**config.mk**
```make
export PLATFORM = sky130hd
export DESIGN_NAME = dual_channel_serial_controller_regs
export DESIGN_NICKNAME = d
export VERILOG_FILES = /design/src/rtl/core/dcsc_pkg.sv /design/src/rtl/core/dcsc_front.sv /design/src/rtl/core/dcsc_back.sv /design/src/rtl/core/dual_channel_serial_controller_regs.sv
export SDC_FILE = /design/constraint.sdc
export NUM_CORES = 2
export LEC_CHECK = 0
export BUFFER_PORTS_ARGS = -buffer_cell sky130_fd_sc_hd__buf_2
export CAP_MARGIN = 20
export CORE_UTILIZATION = 35
export DETAILED_ROUTE_END_ITERATION = 12
export HOLD_SLACK_MARGIN = 0.12
export PLACE_DENSITY = 0.5
export SYNTH_ARGS = -nofsm -noshare
export SYNTH_HDL_FRONTEND = slang
export SYNTH_SLANG_ARGS = --single-unit
```
**constraint.sdc**
```tcl
create_clock -name clk_i -period 14.46 [get_ports clk_i]
set_clock_uncertainty 0.05 [all_clocks]
set_input_delay 0.723 -clock clk_i [delete_from_list [all_inputs] [get_ports clk_i]]
set_output_delay 0.723 -clock clk_i [all_outputs]
set_load 0.02 [all_outputs]
```
**src/rtl/core/dcsc_pkg.sv**
```systemverilog
// shared types and constants for the dual channel serial controller
`timescale 1ns / 1ps
`default_nettype none
package dcsc_pkg;

  localparam int unsigned RxDepth = 64;
  localparam int unsigned TxDepth = 64;
  localparam int unsigned RxAw = $clog2(RxDepth);
  localparam int unsigned TxAw = $clog2(TxDepth);
  localparam int unsigned QDepth = 2;

  typedef enum logic [2:0] {
    ACT_CTRL_RD  = 3'd0,
    ACT_CTRL_WR  = 3'd1,
    ACT_DATA_RD  = 3'd2,
    ACT_DATA_WR  = 3'd3,
    ACT_LINE_IN  = 3'd4,
    ACT_TX_TAKE  = 3'd5,
    ACT_NONE_6   = 3'd6,
    ACT_NONE_7   = 3'd7
  } action_e;

  // classified beat passed from front to back
  typedef struct packed {
    action_e    act;
    logic       ch;
    logic [7:0] val;
  } cmd_t;

  typedef struct packed {
    logic [7:0] read_data;
    logic       byte_valid;
    logic       fault;
    logic       irq_line;
  } res_t;

  localparam logic [7:0] Rr0Base   = 8'h6c;
  localparam logic [7:0] Wr3Mask   = 8'hde;
  localparam logic [7:0] Wr3Val    = 8'hc0;
  localparam logic [7:0] Wr5Mask   = 8'hf5;
  localparam logic [7:0] Wr5Val    = 8'h60;
  localparam logic [7:0] Wr9Mask   = 8'h35;
  localparam logic [7:0] Wr11Mask  = 8'h78;
  localparam logic [7:0] Wr11Val   = 8'h50;
  localparam logic [7:0] Wr14Mask  = 8'h1c;
  localparam logic [7:0] Wr1IntRx  = 8'h10;
  localparam logic [7:0] Wr1IntRxT = 8'h12;
  localparam logic [7:0] DataMask  = 8'h7f;

  localparam logic [2:0] CmdRstTx  = 3'd5;
  localparam logic [2:0] CmdRstHi  = 3'd7;

endpackage
`default_nettype wire

```
**src/rtl/core/dcsc_front.sv**
```systemverilog
// front end: input queue that takes beats and holds them for the back end
`timescale 1ns / 1ps
`default_nettype none
module dcsc_front (
  input  wire logic            clk_i,
  input  wire logic            rst_ni,
  input  wire logic            push_i,
  output logic                 full_o,
  input  wire logic [2:0]      action_i,
  input  wire logic            port_i,
  input  wire logic [7:0]      value_i,
  output logic                 cmd_valid_o,
  output dcsc_pkg::cmd_t       cmd_o,
  input  wire logic            cmd_take_i
);
  import dcsc_pkg::*;

  cmd_t       buf_q [QDepth];
  logic       wr_q, rd_q;
  logic [1:0] cnt_q;
  logic       push_ok;

  assign full_o      = (cnt_q == 2'(QDepth));
  assign push_ok     = push_i && !full_o;
  assign cmd_valid_o = (cnt_q != 2'd0);
  assign cmd_o       = buf_q[rd_q];

  // storage slots
  always_ff @(posedge clk_i) begin
    if (push_ok) begin
      buf_q[wr_q] <= '{act: action_e'(action_i), ch: port_i, val: value_i};
    end
  end

  // pointers and fill count
  always_ff @(posedge clk_i or negedge rst_ni) begin
    if (!rst_ni) begin
      wr_q <= 1'b0; rd_q <= 1'b0; cnt_q <= 2'd0;
    end else begin
      if (push_ok) wr_q <= ~wr_q;
      if (cmd_take_i) rd_q <= ~rd_q;
      cnt_q <= cnt_q + 2'(push_ok) - 2'(cmd_take_i);
    end
  end

  a_no_over: assert property (@(posedge clk_i) disable iff (!rst_ni)
    cnt_q <= 2'(QDepth)) else $error("front queue overfilled");
  a_take_valid: assert property (@(posedge clk_i) disable iff (!rst_ni)
    cmd_take_i |-> cmd_valid_o) else $error("take from empty front queue");
  a_full_hold: assert property (@(posedge clk_i) disable iff (!rst_ni)
    (full_o && !cmd_take_i) |=> full_o) else $error("full dropped without take");
endmodule
`default_nettype wire

```
**src/rtl/core/dcsc_back.sv**
```systemverilog
// back end: register file, fifos and interrupt state, one beat at a time
`timescale 1ns / 1ps
`default_nettype none
module dcsc_back (
  input  wire logic            clk_i,
  input  wire logic            rst_ni,
  input  wire logic            cmd_valid_i,
  input  wire dcsc_pkg::cmd_t  cmd_i,
  output logic                 cmd_take_o,
  output logic                 res_valid_o,
  output dcsc_pkg::res_t       res_o,
  input  wire logic            res_take_i
);
  import dcsc_pkg::*;

  typedef enum logic {ST_IDLE, ST_EXEC} state_e;

  state_e          state_q;
  cmd_t            c_q;
  res_t            res_q;
  logic            res_vld_q;
  logic [7:0]      wr_q [2][16];
  logic [3:0]      ptr_q [2];
  logic [1:0]      pmode_q;
  logic [RxAw-1:0] rxr_q [2], rxw_q [2];
  logic [TxAw-1:0] txr_q [2], txw_q [2];
  logic [1:0]      rxp_q, txp_q;
  logic [7:0]      rxmem_q [2*RxDepth];
  logic [6:0]      txmem_q [2*TxDepth];
  logic [7:0]      rxrd_q;
  logic [6:0]      txrd_q;

  // decode of the held beat
  logic            ch;
  logic [7:0]      v;
  logic [RxAw-1:0] rxnx, rxrdnx;
  logic [TxAw-1:0] txnx, txrdnx;
  logic            rx_empty, tx_empty, rx_full, tx_full, men;
  logic [1:0]      rxmode;
  logic [3:0]      reg_sel;

  always_comb begin
    ch       = c_q.ch;
    v        = c_q.val;
    rxnx     = RxAw'(rxw_q[ch] + 1'b1);
    rxrdnx   = RxAw'(rxr_q[ch] + 1'b1);
    txnx     = TxAw'(txw_q[ch] + 1'b1);
    txrdnx   = TxAw'(txr_q[ch] + 1'b1);
    rx_empty = (rxr_q[ch] == rxw_q[ch]);
    tx_empty = (txr_q[ch] == txw_q[ch]);
    rx_full  = (rxnx == rxr_q[ch]);
    tx_full  = (txnx == txr_q[ch]);
    men      = wr_q[0][9][3];
    rxmode   = wr_q[ch][1][4:3];
    reg_sel  = ptr_q[ch];
  end

  // a beat is taken only when the result register is free by the time it executes
  assign cmd_take_o  = (state_q == ST_IDLE) && cmd_valid_i && (!res_vld_q || res_take_i);
  assign res_valid_o = res_vld_q;
  assign res_o       = res_q;

  // fifo memory reads, registered in the cycle before execution
  always_ff @(posedge clk_i) begin
    if (cmd_take_o) begin
      rxrd_q <= rxmem_q[{cmd_i.ch, rxr_q[cmd_i.ch]}];
      txrd_q <= txmem_q[{cmd_i.ch, txr_q[cmd_i.ch]}];
      c_q    <= cmd_i;
    end
  end

  // fifo memory writes
  always_ff @(posedge clk_i) begin
    if (state_q == ST_EXEC && !rx_full &&
        ((c_q.act == ACT_LINE_IN && v != 8'd0) ||
         (c_q.act == ACT_DATA_WR && wr_q[ch][14][4]))) begin
      rxmem_q[{ch, rxw_q[ch]}] <= (c_q.act == ACT_DATA_WR) ? (v & DataMask) : v;
    end
    if (state_q == ST_EXEC && c_q.act == ACT_DATA_WR && !wr_q[ch][14][4] && !tx_full) begin
      txmem_q[{ch, txw_q[ch]}] <= v[6:0];
    end
  end

  // execution and result register
  always_ff @(posedge clk_i or negedge rst_ni) begin
    logic [7:0] r;
    logic       f, bv, rxreq, wen;
    logic [3:0] wreg;
    logic [1:0] rxp, txp;
    if (!rst_ni) begin
      state_q <= ST_IDLE;
      for (int i = 0; i < 2; i++) begin
        for (int j = 0; j < 16; j++) wr_q[i][j] <= 8'd0;
        ptr_q[i] <= 4'd0;
        rxr_q[i] <= '0; rxw_q[i] <= '0; txr_q[i] <= '0; txw_q[i] <= '0;
      end
      pmode_q <= 2'b0; rxp_q <= 2'b0; txp_q <= 2'b0;
      res_q <= '0;
      res_vld_q <= 1'b0;
    end else begin
      unique case (state_q)
        ST_IDLE: begin
          if (res_take_i) res_vld_q <= 1'b0;
          if (cmd_take_o) state_q <= ST_EXEC;
        end
        ST_EXEC: begin
          r = 8'd0; f = 1'b0; bv = 1'b0; rxreq = 1'b0; wen = 1'b0; wreg = reg_sel;
          rxp = rxp_q; txp = txp_q;
          unique case (c_q.act)
            ACT_CTRL_RD: begin
              pmode_q[ch] <= 1'b0;
              ptr_q[ch]   <= 4'd0;
              unique case (reg_sel)
                4'd0: r = Rr0Base | {7'd0, !rx_empty};
                4'd1: r = 8'h01;
                4'd2: if (!ch) r = wr_q[0][2]; else f = 1'b1;
                4'd3: if (!ch) r = {2'b0, rxp[0], txp[0], 1'b0, rxp[1], txp[1], 1'b0};
                4'd9: r = wr_q[0][9];
                4'd10, 4'd12, 4'd13, 4'd14, 4'd15: r = wr_q[ch][reg_sel];
                default: f = 1'b1;
              endcase
            end
            ACT_CTRL_WR: begin
              if (!pmode_q[ch]) begin
                if (v[7:4] == 4'd0) begin
                  ptr_q[ch] <= v[3:0]; pmode_q[ch] <= 1'b1; wreg = 4'd0;
                end
              end else begin
                ptr_q[ch] <= 4'd0; pmode_q[ch] <= 1'b0;
              end
              wen = 1'b1;
              unique case (wreg)
                4'd0: begin
                  wen = 1'b0;
                  if (v[5:3] == CmdRstTx) txp[ch] = 1'b0;
                  else if (v[5:3] == CmdRstHi) begin
                    if (rxp[ch]) rxp[ch] = 1'b0; else txp[ch] = 1'b0;
                  end else if (v[5:3] > 3'd2) f = 1'b1;
                  if (v[7:6] != 2'b0) f = 1'b1;
                end
                4'd1: f = (v != 8'd0 && v != Wr1IntRx && v != Wr1IntRxT);
                4'd2, 4'd12, 4'd13: f = 1'b0;
                4'd3: f = ((v & Wr3Mask) != Wr3Val);
                4'd4: f = (v[5:4] != 2'b0);
                4'd5: f = ((v & Wr5Mask) != Wr5Val);
                4'd6, 4'd7, 4'd10: f = (v != 8'd0);
                4'd9: begin
                  wen = 1'b0;
                  f = ((v & Wr9Mask) != 8'd0);
                  if (wr_q[0][9][3] && !v[3]) begin rxp = 2'b0; txp = 2'b0; end
                  wr_q[0][9] <= v;
                end
                4'd11: f = ((v & Wr11Mask) != Wr11Val);
                4'd14: f = (v[7:5] != 3'd0 && v[7:5] != 3'd4) || ((v & Wr14Mask) != 8'd0);
                4'd15: f = men && (v != 8'd0);
                default: begin f = 1'b1; wen = 1'b0; end
              endcase
              if (wen) wr_q[ch][wreg] <= v;
            end
            ACT_DATA_RD: begin
              if (!rx_empty) begin
                r = rxrd_q;
                rxr_q[ch] <= rxrdnx;
                if (rxmode == 2'd1 || (rxmode == 2'd2 && rxrdnx == rxw_q[ch]))
                  rxp[ch] = 1'b0;
              end
            end
            ACT_DATA_WR: begin
              if (wr_q[ch][14][4]) begin
                rxreq = 1'b1; f = rx_full;
              end else begin
                f = tx_full;
                if (!tx_full) txw_q[ch] <= txnx;
              end
            end
            ACT_LINE_IN: begin
              if (v != 8'd0) begin rxreq = 1'b1; f = rx_full; end
            end
            ACT_TX_TAKE: begin
              if (!tx_empty) begin
                r = {1'b0, txrd_q}; bv = 1'b1;
                txr_q[ch] <= txrdnx;
                if (men && wr_q[ch][1][1]) txp[ch] = 1'b1;
              end
            end
            default: ;
          endcase
          if (rxreq) begin
            if (!rx_full) rxw_q[ch] <= rxnx;
            if (men && (rxmode == 2'd1 || rxmode == 2'd2)) rxp[ch] = 1'b1;
          end
          rxp_q <= rxp; txp_q <= txp;
          res_q <= '{read_data: r, byte_valid: bv, fault: f,
                     irq_line: (|rxp) | (|txp)};
          res_vld_q <= 1'b1;
          state_q <= ST_IDLE;
        end
      endcase
    end
  end

  a_take_idle: assert property (@(posedge clk_i) disable iff (!rst_ni)
    cmd_take_o |=> state_q == ST_EXEC) else $error("beat not executed");
  a_exec_hold: assert property (@(posedge clk_i) disable iff (!rst_ni)
    state_q == ST_EXEC |=> res_valid_o) else $error("no result after execute");
  a_exec_free: assert property (@(posedge clk_i) disable iff (!rst_ni)
    state_q == ST_EXEC |-> !res_valid_o) else $error("result register busy on execute");
  a_hold_stable: assert property (@(posedge clk_i) disable iff (!rst_ni)
    (res_valid_o && !res_take_i) |=> $stable(res_q)) else $error("result moved");
  a_bv_take: assert property (@(posedge clk_i) disable iff (!rst_ni)
    (state_q == ST_EXEC && c_q.act != ACT_TX_TAKE) |=> !res_q.byte_valid)
    else $error("byte_valid on non tx take");
endmodule
`default_nettype wire

```
**src/rtl/core/dual_channel_serial_controller_regs.sv**
```systemverilog
// top level of the dual channel serial controller
// Usage: bus accesses and line events enter as beats through a queue port
// (push / full) with fields action_i, port_i and value_i. Each beat gives
// exactly one result beat on the output queue port (empty / pop) with
// read_data_o, byte_valid_o, fault_o and irq_line_o.
// A two-entry input queue decouples the front from the back end. The back
// end takes a queued beat when it is idle and its result register is free
// or being popped, reads the fifo memories in that cycle and executes in
// the next, loading the result register, from which the result can then be
// popped. The back end takes no new beat while it is executing one.
// A result that is not popped stays in the result register and the back
// end takes no further beat; the input queue still takes up to two beats,
// then raises full.
// Reset clears all write registers, pointers, fifo indices and pending
// interrupt bits; fifo contents are not cleared and need no sweep.
`timescale 1ns / 1ps
`default_nettype none
module dual_channel_serial_controller_regs (
  input  wire logic       clk_i,
  input  wire logic       rst_ni,
  input  wire logic       push,
  output logic            full,
  input  wire logic [2:0] action_i,
  input  wire logic       port_i,
  input  wire logic [7:0] value_i,
  output logic            empty,
  input  wire logic       pop,
  output logic [7:0]      read_data_o,
  output logic            byte_valid_o,
  output logic            fault_o,
  output logic            irq_line_o
);
  import dcsc_pkg::*;

  cmd_t cmd;
  res_t res;
  logic cmd_valid, cmd_take, res_valid;

  // front end queue
  dcsc_front u_front (
    .clk_i, .rst_ni, .push_i(push), .full_o(full), .action_i, .port_i, .value_i,
    .cmd_valid_o(cmd_valid), .cmd_o(cmd), .cmd_take_i(cmd_take)
  );

  // back end execution
  dcsc_back u_back (
    .clk_i, .rst_ni, .cmd_valid_i(cmd_valid), .cmd_i(cmd), .cmd_take_o(cmd_take),
    .res_valid_o(res_valid), .res_o(res), .res_take_i(pop && res_valid)
  );

  assign empty        = !res_valid;
  assign read_data_o  = res.read_data;
  assign byte_valid_o = res.byte_valid;
  assign fault_o      = res.fault;
  assign irq_line_o   = res.irq_line;
endmodule
`default_nettype wire
```
---- Word-level counts from Yosys, hierarchy flattened ----
Memories as Yosys holds them, arrays and structs flattened. A register that Yosys moved wholly into a read port is not among the register bits.
Index checks and enable logic that the tools add are counted.
W data, S select, Z words.
storage, ports and cells
  bits in registers ....................... 347
  RAM bits ................................ 1944
  input port bits ......................... 16
  output and inout bits ................... 13
  word-level logic and storage cells ...... 321
  memories ................................ 3
cells by class
  add/subtract/negate cells ............... 6
  order comparisons ....................... 9
  eq/ne operators ......................... 46
  mux-type cells .......................... 118
  bitwise operators ....................... 22
  reduce and logical (&&, ||, !) cells .... 60
memory list
  name            words  width  read ports  clocked after memory_dff  wr ports  line              RTL
  u_back.rxmem_q  128    8      1           1                         1         dcsc_back.sv:28   logic [7:0] rxmem_q [2*RxDepth];
  u_back.txmem_q  128    7      1           1                         1         dcsc_back.sv:29   logic [6:0] txmem_q [2*TxDepth];
  u_front.buf_q   2      12     1           0                         1         dcsc_front.sv:18  cmd_t buf_q [QDepth];
operators with widths
  kind                   count
  $mux W128              4
  $bwmux W256            1
  $mux W184              1
  $demux W128 S1         1
  $mux W6                20
  $mux W8                11
  $eq A4 B4 Y1 const B   13
  $bwmux W12             4
  $pmux W8 S6            1
  $mux W2                19
  $bmux W8 S4            1
  $demux W8 S4           1
  $mux W4                8
  $eq A6 B6 Y1           5
  $mux W1                28
  $add A6 B1 Y6 const B  4
  $pmux W8 S3            1
  $reduce_bool A8 Y1     3
  $logic_and A1 B1 Y1    22
  $pmux W2 S2            5
  $eq A4 B2 Y1 const B   4
  $eq A4 B3 Y1 const B   4
  $ne A8 B5 Y1 const B   2
  $pmux W8 S2            1
  52 further kinds       97

---- Logic depth before layout (Yosys ltp) ----
  depth in word-level cells ............... 18
  gate-level depth with buffers ........... 19
  gate-level depth less buffers ........... 11

---- Hierarchy ----
A second synthesis with hierarchy kept.
unflattened totals
  cells, all modules ...................... 4559
  area total of the unflattened synthesis .. 87246.2 um^2
by module, submodules not included
  module                               times used  cells an instance  area each (um^2)  sequential area each (um^2)
  dcsc_back                            1           4503               86141.4           63420.8
  dcsc_front                           1           54                 1094.8            820.8
  dual_channel_serial_controller_regs  1           2                  10.0              0.0

---- Least setup slack after synthesis ----
OpenSTA, ideal clock, no wires.
  kind .................................... reg-to-reg
  from .................................... reg u_back.c_q, in the netlist u_back.v[4]
  to ...................................... mem u_back.rxmem_q[108][0] (enable)
  setup time .............................. 0.370 ns
  arrival time ............................ 5.426 ns
  slack ................................... 8.613 ns
  stages on the path, launching flop included .. 12
  buffers on the path ..................... 4
  period minus slack after synthesis ...... 5.847 ns
  cell sequence ........................... edfxtp_1 clkbuf_1 or4_1 or3_1 a32oi_1 nor2_1 and2_1 clkbuf_1 buf_2 nand3_2 buf_2 nor2_1
on the way
  longest elaborated chain between the ends .. 6
RTL lines
  element                   line             RTL
  start: declaration        dcsc_back.sv:19  cmd_t c_q;
  start signal: assignment  dcsc_back.sv:68  c_q <= cmd_i;
  $reduce_bool A8 Y1        dcsc_back.sv:75  ((c_q.act == ACT_LINE_IN && v != 8'd0) ||
  $logic_and A1 B1 Y1       dcsc_back.sv:75
  $logic_or A1 B1 Y1        dcsc_back.sv:75
  $logic_and A1 B1 Y1       dcsc_back.sv:74  if (state_q == ST_EXEC && !rx_full &&
  $mux W1                   dcsc_back.sv:74
  $mux W1                   dcsc_back.sv:77  rxmem_q[{ch, rxw_q[ch]}] <= (c_q.act == ACT_DATA_WR) ? (v & DataMask) : v;
  end: declaration          dcsc_back.sv:28
No other way between the ends.

---- Final worst setup path ----
  from .................................... reg u_front.rd_q
  to ...................................... reg u_back.rxrd_q[0], read port of u_back.rxmem_q, data pin
on the way
  longest elaborated chain between the ends .. 5
RTL lines
  element                                      line              RTL
  start: declaration                           dcsc_front.sv:19  logic wr_q, rd_q;
  start signal: assignment                     dcsc_front.sv:41  if (cmd_take_i) rd_q <= ~rd_q;
  $mem_v2 Z2 W12 (*)                           n/a
  $not A1 Y2 (implied by the code)             dcsc_back.sv:66   rxrd_q <= rxmem_q[{cmd_i.ch, rxr_q[cmd_i.ch]}];
  $mux W6 (implied by the code) (3 in series)  dcsc_back.sv:66
  end: declaration                             dcsc_back.sv:30   logic [7:0] rxrd_q;
Every way passes the cells marked *; elsewhere a longest branch is shown, timed or not. The select of a mux whose other input is x is not followed.
A chain may end at the register's enable or synchronous reset.

==> results.yml <==
floorplanning:
  fp.coreArea_um2: 249000
  initial_core_util: 0.353
  rows: 183
  die_x_um: 503
  ios: 29
  die_height_um: 503
  dieArea_um2: 253000
drt:
  dr.first_iter.drc_count: 5268
  antenna_left: 0
  drc: 0
  wl_per_cell_um: 26.1
  wl_mm: 250
  drt_first_pass_iters: 6
  vias: 51805
  viasPerCell: 5.40
synth:
  synth_top_area_share: 0.674
  syn-num-nets: 6086
  synthDistinctLibCells: 88
  ys_warn_count: 0
  synthArstFlopShare: 0.0925
  syn_avg_cell_area_um2: 14.5
  synth_area_um2: 87800
  synth-main-ff-cell: "edfxtp_1"
  yosys.area.top_type: "edfxtp_1"
  yosysSeqAreaShare: 0.731
  syn_inst: 6062
  ys_ff_latch: 2172
  synth-edff-count: 1971
  yosys-top-cells-area: "edfxtp_1 (67%), dfrtp_1 (5.7%), nand2_1 (5.3%), mux4_2 (3.9%), nand3_1 (2.6%)"
critical_path:
  crit_fanout: 115
  critPathLaunch: "u_front.rd_q"
  path_class: "reg2reg"
  cp-start-kind: "register"
  reg2reg_from: "u_front.rd_q"
  cp_common_cell: "buf_4"
  endpoint: "u_back.rxrd_q[0]"
  path_depth: 11
  cp_data_required_time_ns: 15.02
  worst_path_max_delay_cell: "a2111oi_0"
  cp.arrival_ns: 6.76
  r2r-end: "u_back.rxrd_q[0]"
  path_cells: "mux2i_4 > buf_4 > inv_4 > mux2i_4 > buf_12 > buf_4 > buf_4 > mux4_2 > a2111oi_0 > a22o_1 > nor3_1"
  endpoint_kind: "register"
  cp_num_buf_inv: 5
  slowest_delay_ns: 0.77
  r2r.worst_path.cells: 11
  crit_family: "buffers and inverters"
  regToRegSetupSlack_ns: 8.26
global_routing:
  grt_usage: 0.197
  grt_pass1_wl_mm: 367
  grt_pass1_vias: 51040
  grt_max_degree: 146
  antenna_found_initial: 5
  grt_overflow: 0
sta:
  rsz0062_at_grt: "false"
  fmax_mhz: 161
  tns_ns: 0
  hold_violations: 0
  max-slew-margin-rel: 0.245
  min_period_ns: 6.20
  tightest_slew_ns: 1.10
  setup_violations: 0
  finalCritPeriodShare: 0.429
  slew_viol_final: 0
place:
  dp.final_hpwl_mm: 150
  routabilityCongestion: 0.821
  numPortBuffers: 28
  placedCellCount: 9148
clock_network:
  cts_tree: "yes"
  cts_buffer_depth: 3
  clkTransAtPathRegs_ns: 0.06
  cts.sinks: 2172
  post_cts_buffers: 0
  htree_levels: 4
  cts-resized-gates: 0
  clock_latency_ns: 0.88
  clockRootBuffer: "clkbuf_16"
  cts_made_buffers: 227
finish:
  mostFrequentLayoutCells: "edfxtp_1 (1971), nand2_1 (1250), nand3_1 (461)"
  final_nets: 6091
  drive_above_1_share: 0.132
  syn_to_final_growth_pct: 12.8
  final_cells: 9590
  final_common_cell: "edfxtp_1"
power:
  ir_drop_v: 0.000167
  power_leakage_nw: 32.9
  powerDensity_nw_per_um2: 187
worst_hold_path:
  hp-class: "reg2reg"
run_status:
  outcome: "finished clean"
run:
  maxCapViolCount: 0
[metal layers]
metal,share of wire,GRT usage,vias up
met5,0,0,-
met2,0.47,0.312,1632
li1,-,-,22928
met4,0.019,0.0444,0
met1,0.46,0.285,26919
met3,0.054,0.0272,326
[how the worst min path moves through the flow]
stage	from	endpoint	depth (start not counted)
after global routing	u_back.wr_q[187]	u_back.wr_q[187]	0
after CTS	u_back.wr_q[185]	u_back.wr_q[185]	0
final	u_back.wr_q[185]	u_back.wr_q[185]	0
after global placement	u_back.wr_q[185]	u_back.wr_q[185]	0
after floorplan	u_back.wr_q[185]	u_back.wr_q[185]	1
after detailed placement	u_back.wr_q[185]	u_back.wr_q[185]	0
[cell type report]
cell class / instances / area, um2
clock buffer: 278 / 5950
sequential: 2172 / 64200
clock inverter: 142 / 1350
inverter: 26 / 100
fill: 23102 / 150000
multi-input combinational: 3473 / 21900
antenna: 2 / 5.00
timing repair buffer: 167 / 1350
tap: 3330 / 4170
[metrics by stage]
step                      worst slack (ns)  hold slack (ns)  total power [mW]  area [um2]  utilization
after CTS                             8.25            0.325              18.7       98900        0.397
after global routing                  7.93            0.343              19.3       99000        0.397
after global placement                8.28            0.309              12.9       91400        0.367
after detailed placement              8.21            0.310              13.0       91500        0.367
final                                 8.26            0.322              18.5       99000        0.398
after floorplan                       8.61            0.371              11.2       87800            -
[Yosys cell counts, types with 6 or more instances]
library cell / instances
a2111oi_0: 30
or3_1: 8
buf_4: 51
nor2_1: 362
nor3_1: 28
nor2b_1: 20
xor2_1: 33
a22o_1: 19
mux2_2: 156
and2_1: 11
nand4_1: 100
buf_6: 7
o221ai_1: 46
o22ai_1: 23
mux2i_1: 109
nand3b_1: 13
a32oi_1: 57
o2111ai_1: 8
buf_2: 135
o21ai_0: 58
xnor2_1: 45
clkbuf_1: 176
and3_1: 28
inv_1: 25
dfrtp_1: 201
nand2b_1: 12
mux4_2: 151
nand2_1: 1251
a22oi_1: 38
a221oi_1: 11
nand3_1: 464
o211ai_1: 17
nor3b_1: 13
buf_1: 21
ha_1: 8
a222oi_1: 6
a21oi_1: 110
a311oi_1: 14
edfxtp_1: 1971
a31oi_1: 130
[logic make-up (layout without fill, tap and decap cells)]
family / Yosys count / count (layout) / share of synthesized area
XOR/XNOR: 78 / 78 / 0.00778
multiplexers: 424 / 424 / 0.0727
flip-flops: 2172 / 2172 / 0.731
other: 0 / 2 / 0
buffers and inverters: 417 / 613 / 0.0226
AO/OA/AOI/OAI: 625 / 625 / 0.0500
AND/OR/NAND/NOR: 2338 / 2338 / 0.115
adder cells (fa/ha/maj): 8 / 8 / 0.00114
[flip-flops by register name, indices dropped and copies added, names as in the netlist, 2 cells and up, named ones only]
name / cells
u_back.ptr_q: 8
u_back.rxw_q: 12
u_front.cnt_q: 2
u_back.txrd_q: 7
u_back.rxrd_q: 8
u_back.txp_q: 2
u_back.rxmem_q: 1024
u_back.txw_q: 12
u_front.buf_q: 24
u_back.rxp_q: 2
u_back.c_q: 3
u_back.rxr_q: 12
u_back.wr_q: 121
u_back.txr_q: 12
u_back.txmem_q: 896
u_back.res_o: 11
u_back.v: 8
[what timing repair did]
| action | in CTS | in global routing |
|---|---|---|
| hold buffers | 15 | 0 |
| endpoints found under the setup margin | 0 | 0 |
| endpoints found under the hold margin | 152 | 0 |
[power by group]
group / internal (mW) / switching [mW] / total, mW
clock: 3.26 / 2.49 / 5.74
sequential: 7.81 / 0.201 / 8.01
combinational: 1.27 / 3.52 / 4.79
No activity file was read; power rests on OpenSTA's default activity.
